`src/design/psd_pkg.sv`:
```
// Shared widths, shape codes and pipeline types for the signed distance block.
package psd_pkg;

    localparam int COORD_W  = 16;
    localparam int SIZE_W   = 15;
    localparam int OUT_W    = 18;
    localparam int SQ_W     = 32;
    localparam int ROOT_W   = 16;
    localparam int RAD_W    = 17;
    localparam int CFG_IDX_W = 2;

    localparam logic [1:0] KIND_SPHERE   = 2'd0;
    localparam logic [1:0] KIND_CYLINDER = 2'd1;
    localparam logic [1:0] KIND_BOX      = 2'd2;
    localparam logic [1:0] KIND_TORUS    = 2'd3;

    localparam logic [CFG_IDX_W-1:0] REG_SHAPE_KIND = 2'd0;
    localparam logic [CFG_IDX_W-1:0] REG_SIZE_A     = 2'd1;
    localparam logic [CFG_IDX_W-1:0] REG_SIZE_B     = 2'd2;
    localparam logic [CFG_IDX_W-1:0] REG_SIZE_C     = 2'd3;

    typedef struct packed {
        logic signed [OUT_W-1:0] box_d;
        logic signed [OUT_W-1:0] z_term;
        logic [SQ_W-1:0]         sq_z;
    } side_t;

endpackage

```
`src/design/psd_isqrt.sv`:
```
// Pipelined floor integer square root, one result bit per register stage.
module psd_isqrt
    import psd_pkg::*;
(
    input  logic              clk,
    input  logic              en,
    input  logic [SQ_W-1:0]   n,
    output logic [ROOT_W-1:0] root
);

    logic [ROOT_W+3:0] rem_reg  [ROOT_W];
    logic [ROOT_W-1:0] res_reg  [ROOT_W];
    logic [SQ_W-1:0]   n_reg    [ROOT_W];
    logic [ROOT_W+3:0] rem_next [ROOT_W];
    logic [ROOT_W-1:0] res_next [ROOT_W];
    logic [SQ_W-1:0]   n_next   [ROOT_W];

    always_comb
    begin
        logic [ROOT_W+3:0] rem_in;
        logic [ROOT_W-1:0] res_in;
        logic [SQ_W-1:0]   n_in;
        logic [ROOT_W+3:0] rem_sh;
        logic [ROOT_W+3:0] trial;
        for (int i = 0; i < ROOT_W; i++)
        begin
            rem_in = (i == 0) ? '0 : rem_reg[(i == 0) ? 0 : i-1];
            res_in = (i == 0) ? '0 : res_reg[(i == 0) ? 0 : i-1];
            n_in   = (i == 0) ? n  : n_reg[(i == 0) ? 0 : i-1];
            rem_sh = {rem_in[ROOT_W+1:0], n_in[SQ_W-1 -: 2]};
            trial  = {2'b00, res_in, 2'b01};
            n_next[i] = {n_in[SQ_W-3:0], 2'b00};
            if (rem_sh >= trial)
            begin
                rem_next[i] = rem_sh - trial;
                res_next[i] = {res_in[ROOT_W-2:0], 1'b1};
            end
            else
            begin
                rem_next[i] = rem_sh;
                res_next[i] = {res_in[ROOT_W-2:0], 1'b0};
            end
        end
    end

    always_ff @(posedge clk)
    begin
        if (en)
        begin
            for (int i = 0; i < ROOT_W; i++)
            begin
                rem_reg[i] <= rem_next[i];
                res_reg[i] <= res_next[i];
                n_reg[i]   <= n_next[i];
            end
        end
    end

    assign root = res_reg[ROOT_W-1];

endmodule

```
`config.mk`:
```
export PLATFORM = sky130hd
export DESIGN_NAME = psd_isqrt
export DESIGN_NICKNAME = d
export VERILOG_FILES = /design/src/design/psd_pkg.sv /design/src/design/psd_isqrt.sv
export SDC_FILE = /design/constraint.sdc
export NUM_CORES = 1
export LEC_CHECK = 0
export BUFFER_PORTS_ARGS = -buffer_cell sky130_fd_sc_hd__buf_4
export CAP_MARGIN = 25
export CORE_UTILIZATION = 60
export DETAILED_ROUTE_END_ITERATION = 8
export GPL_TIMING_DRIVEN = 1
export PLACE_DENSITY = 0.74
export SYNTH_ARGS = -nofsm -noshare
export SYNTH_HDL_FRONTEND = slang
export SYNTH_SLANG_ARGS = --single-unit
```
`constraint.sdc`:
```
create_clock -name clk -period 4.3 [get_ports clk]
set_input_delay 0.43 -clock clk [delete_from_list [all_inputs] [get_ports clk]]
set_output_delay 0.43 -clock clk [all_outputs]
set_load 0.005 [all_outputs]
```
Word-level counts from Yosys, hierarchy flattened
Memory sizes are Yosys's and may differ from the RTL's.
Index checks and enable logic that the tools add are counted.
- add/subtract/negate cells: 16
- order comparisons: 16
- multiplexer cells: 34
- operators with widths (cell ; count):
    $mux 20 ; 16
    $ge 20x18->1 ; 15
    $sub 20x18->20 ; 15
    $mux 1 ; 18
    $sub 2x1->3 const B ; 1
    $ge 2x1->1 const B ; 1
- bits in registers: 0
- memory bits (writable): 1056
- memories: 3
- memory list (name ; depth ; width ; rd ports ; clocked after memory_dff ; wr ports ; RTL line ; source):
    n_reg ; 16 ; 30 ; 15 ; 0 ; 16 ; psd_isqrt.sv:13 ; logic [SQ_W-1:0] n_reg [ROOT_W];
    rem_reg ; 16 ; 20 ; 15 ; 0 ; 16 ; psd_isqrt.sv:11 ; logic [ROOT_W+3:0] rem_reg [ROOT_W];
    res_reg ; 16 ; 16 ; 16 ; 0 ; 16 ; psd_isqrt.sv:12 ; logic [ROOT_W-1:0] res_reg [ROOT_W];

Logic depth before layout (Yosys ltp)
An unclocked memory read counts as a cell.
- depth in word-level cells: 3
- depth in mapped cells: 12
- gate-level depth less buffers: 11

Least setup slack after synthesis
No wires, ideal clock.
- kind: register to register
- start point: memory rem_reg[1][69] (netlist bit)
- end point: memory rem_reg[1][95] (netlist bit), data pin
- library setup time: 279 ps
- arrival time: 2331 ps
- path slack: 1690 ps
- cell stages (with the launch flop): 9
- cell sequence: edfxtp_1 -> ha_1 -> buf_2 -> nand4_1 -> or4_1 -> o31a_1 -> o211a_2 -> a2111oi_0 -> xor2_1
- RTL lines (item ; RTL line):
    start, declared ; psd_isqrt.sv:11

==> reports/metrics.yaml <==
routing:
  route.detailed.drc: 0
  drtIter0Drc: 1199
  drtAntennaViolNets: 0
  dr.pass1.iters: 5
  drt-vias-per-instance: 5.75
  vias: 17088
  wl_per_cell_microns: 16.9
  wl_microns: 50100
pwr:
  leakagePower_nw: 12.5
  power.density_mw_per_mm2: 478
  ir_worst_vdd_mv: 0.486
placement:
  placedCellCount: 2829
  gp_congestion: 0.919
  dp_slack_ns: 1.05
  place_area_sq_mm: 0.0302
  port_buffers: 49
  place_hpwl_microns: 34800
logic_synthesis:
  yosysUniqueCellTypes: 77
  synthAdderAreaFrac: 0.0662
  syn_nets: 2363
  ys_top_cells_by_count: "626 x edfxtp_1, 183 x nor2_1, 179 x inv_1"
  synth_edf_count: 626
  synth_compound_area_frac: 0.0920
  yosys_most_used_dff: "edfxtp_1"
  yosysSeqAreaShare: 0.650
  synthArstFlopShare: 0
  avgSynthCellArea_sq_um: 13.3
  synth_area_leaders: "edfxtp_1 65%, ha_1 6.6%, xnor2_1 3.1%"
  yosys.area_share.simple: 0.0923
  synth_top_area_cell: "edfxtp_1"
  synth_top_family_by_area: "simple AND/OR/NAND/NOR gates"
  yosys_warnings: 0
  netlist_instances: 2176
  yosysMostFrequentCell: "edfxtp_1"
  synth-xor-area-share: 0.0554
  muxShareOfSynthArea: 0.0160
  syn_area_sq_mm: 0.0289
  ys_ff_latch: 626
  synth_top_area_share: 0.650
timing:
  drv_slew: 0
  max_freq_mhz: 321
  setup_viol: 0
  fin_tns_setup_ns: 0
  worst_slack_ns: 1.18
  finClkSkew_ns: 0.0279
  tightest_slew_ns: 0.972
  grt_setup_unrepaired: "false"
  post-route-period-util: 0.726
  fin_crit_ns: 3.12
  hold_viol: 0
  slew_headroom: 0.352
floorplan:
  die_x_microns: 222
  rows: 80
  core_area_sq_mm: 0.0476
  start_util: 0.607
  fp.dieH_microns: 222
  io_pins: 50
  die_area_sq_mm: 0.0491
cts:
  clockBufferDepth: 3
  cts_buffers: 61
  cts_setup_buffers: 0
  cts_tree: "done"
  numClockSinks: 626
  clk_pin_slew_worst_paths_ns: 0.07
  clk-insertion-delay-late_ns: 0.63
  root_buffer: "clkbuf_16"
  htree_levels: 2
setup_path:
  r2r-end: "rem_reg[1][106]$_DFFE_PP_"
  worst-path-max-fanout: 21
  r2r_start: "rem_reg[1][83]$_DFFE_PP_"
  reg2reg_slack_ns: 1.18
  reg2reg_depth: 7
  critical_path_arrival_ns: 3.48
  cp-start-kind: "register"
  end_kind: "register"
  critPathKind: "reg -> reg"
  crit_required_ns: 4.66
grt:
  grt_pass1_wl_microns: 81500
  grt_max_degree: 126
  gr-usage-all-layers: 0.205
  grt_pass1_vias: 16627
  grt_antenna_before_repair: 0
  overflow: 0
layout:
  drive_gt1_frac: 0.0925
  fillers: 3321
  stdcell_area_sq_mm: 0.0325
  post-route-util: 0.683
  n_antenna_cell: 0
  final_cells: 2973
  largest_reg_flops: 250
  fin_nets: 2495
  synthToLayoutAreaGrowth_pct: 12.5
job:
  cap_viol_max_count: 0
min_path:
  worst_hold_startpoint: "n[31]"
  hp-class: "in -> reg"
  whs_endpoint: "res_reg[0][0]$_DFFE_PP_"
  whs_path_depth: 2
outcome:
  status: "complete, no violations"
[stage by stage]
| stage | hold WS [ns] | power, mW |
|---|---|---|
| 3_3_place_gp | 0.401 | 10.2 |
| 5_1_grt | 0.0518 | 16.2 |
| 2_1_floorplan | 0.400 | 9.57 |
| 3_5_place_dp | 0.405 | 10.3 |
| 4_1_cts | 0.0399 | 15.7 |
| 6_report | 0.0862 | 15.5 |
[repair_timing]
action,in CTS,in global routing
hold buffers,30,0
hold endpoints to repair,30,0
gates resized for setup,0,0
[how the worst max path moves through the flow]
stage,startpoint,to,depth (start not counted)
global route,rem_reg[1][80]$_DFFE_PP_,rem_reg[1][106]$_DFFE_PP_,7
CTS,rem_reg[1][100]$_DFFE_PP_,rem_reg[1][127]$_DFFE_PP_,7
floorplan,rem_reg[1][69]$_DFFE_PP_,rem_reg[1][95]$_DFFE_PP_,8
detailed placement,rem_reg[1][100]$_DFFE_PP_,rem_reg[1][123]$_DFFE_PP_,7
finish,rem_reg[1][83]$_DFFE_PP_,rem_reg[1][106]$_DFFE_PP_,7
global placement,rem_reg[1][100]$_DFFE_PP_,rem_reg[1][124]$_DFFE_PP_,7
[cells by family (layout without fill, tap and decap cells)]
family / after synthesis / count (layout)
DFF: 626 / 626
and+or+nand+nor: 535 / 535
AOI/OAI and AO/OA: 424 / 424
buffers and inverters: 215 / 397
xor gates and xnor gates: 183 / 183
adders and majority gates: 153 / 153
muxes: 39 / 39
other: 1 / 1
[cells in the final DEF, fill, tap and decap left out, types with 10 or more instances in the layout]
master / synthesis / routed
dlygate4sd3_1: 0 / 30
nand4_1: 24 / 24
o21ai_0: 85 / 85
clkinv_2: 0 / 10
ha_1: 153 / 153
nand3_1: 34 / 34
o211ai_1: 16 / 16
buf_4: 1 / 62
o21a_1: 29 / 29
xnor2_1: 103 / 103
xor2_1: 80 / 80
a21oi_1: 148 / 148
nand2_1: 90 / 90
a21o_1: 26 / 26
clkbuf_16: 0 / 61
nor2_1: 183 / 183
nand2b_1: 22 / 22
nor3_1: 46 / 46
inv_1: 179 / 179
clkinv_1: 1 / 12
or3_1: 22 / 22
a211oi_1: 22 / 22
or4_1: 13 / 13
nor4_1: 31 / 31
a31oi_1: 16 / 16
nor2b_1: 18 / 18
o31ai_1: 14 / 14
edfxtp_1: 626 / 626
mux2_2: 22 / 22
[worst max-delay path: stages (launching register included)]
cell and delay, ns:
edfxtp_1 0.41, ha_1 0.41, nand4_1 0.14, a211oi_1 0.34
nor2_1 0.19, o211ai_1 0.62, buf_4 0.37, mux2_2 0.36
[report_power, final]
group	total (mW)	internal (mW)	switching (mW)	leakage, nW
Sequential	7.91	7.53	0.376	5.99
Combinational	2.30	1.02	1.28	5.53
Clock	5.34	3.10	2.24	0.971
Total	15.5	11.7	3.89	12.5
[area by class of cell]
| class | instances | area, sq um | area share |
|---|---|---|---|
| sequential | 626 | 18800 | 0.578 |
| tap | 615 | 769 | 0.0236 |
| timing repair buffer | 100 | 921 | 0.0283 |
| inverter | 184 | 691 | 0.0212 |
| clock buffer | 70 | 1560 | 0.0479 |
| multi-input combinational | 1335 | 9320 | 0.286 |
| clock inverter | 43 | 493 | 0.0151 |
[layer usage]
| metal | vias to the layer above | track usage | part of all wire |
|---|---|---|---|
| met1 | 8238 | 0.275 | 0.45 |
| met5 | - | 0 | 0 |
| li1 | 8381 | - | - |
| met3 | 108 | 0.0325 | 0.044 |
| met2 | 361 | 0.337 | 0.47 |
| met4 | 0 | 0.0831 | 0.032 |
Note: power is estimated with default switching activity, not from simulation.
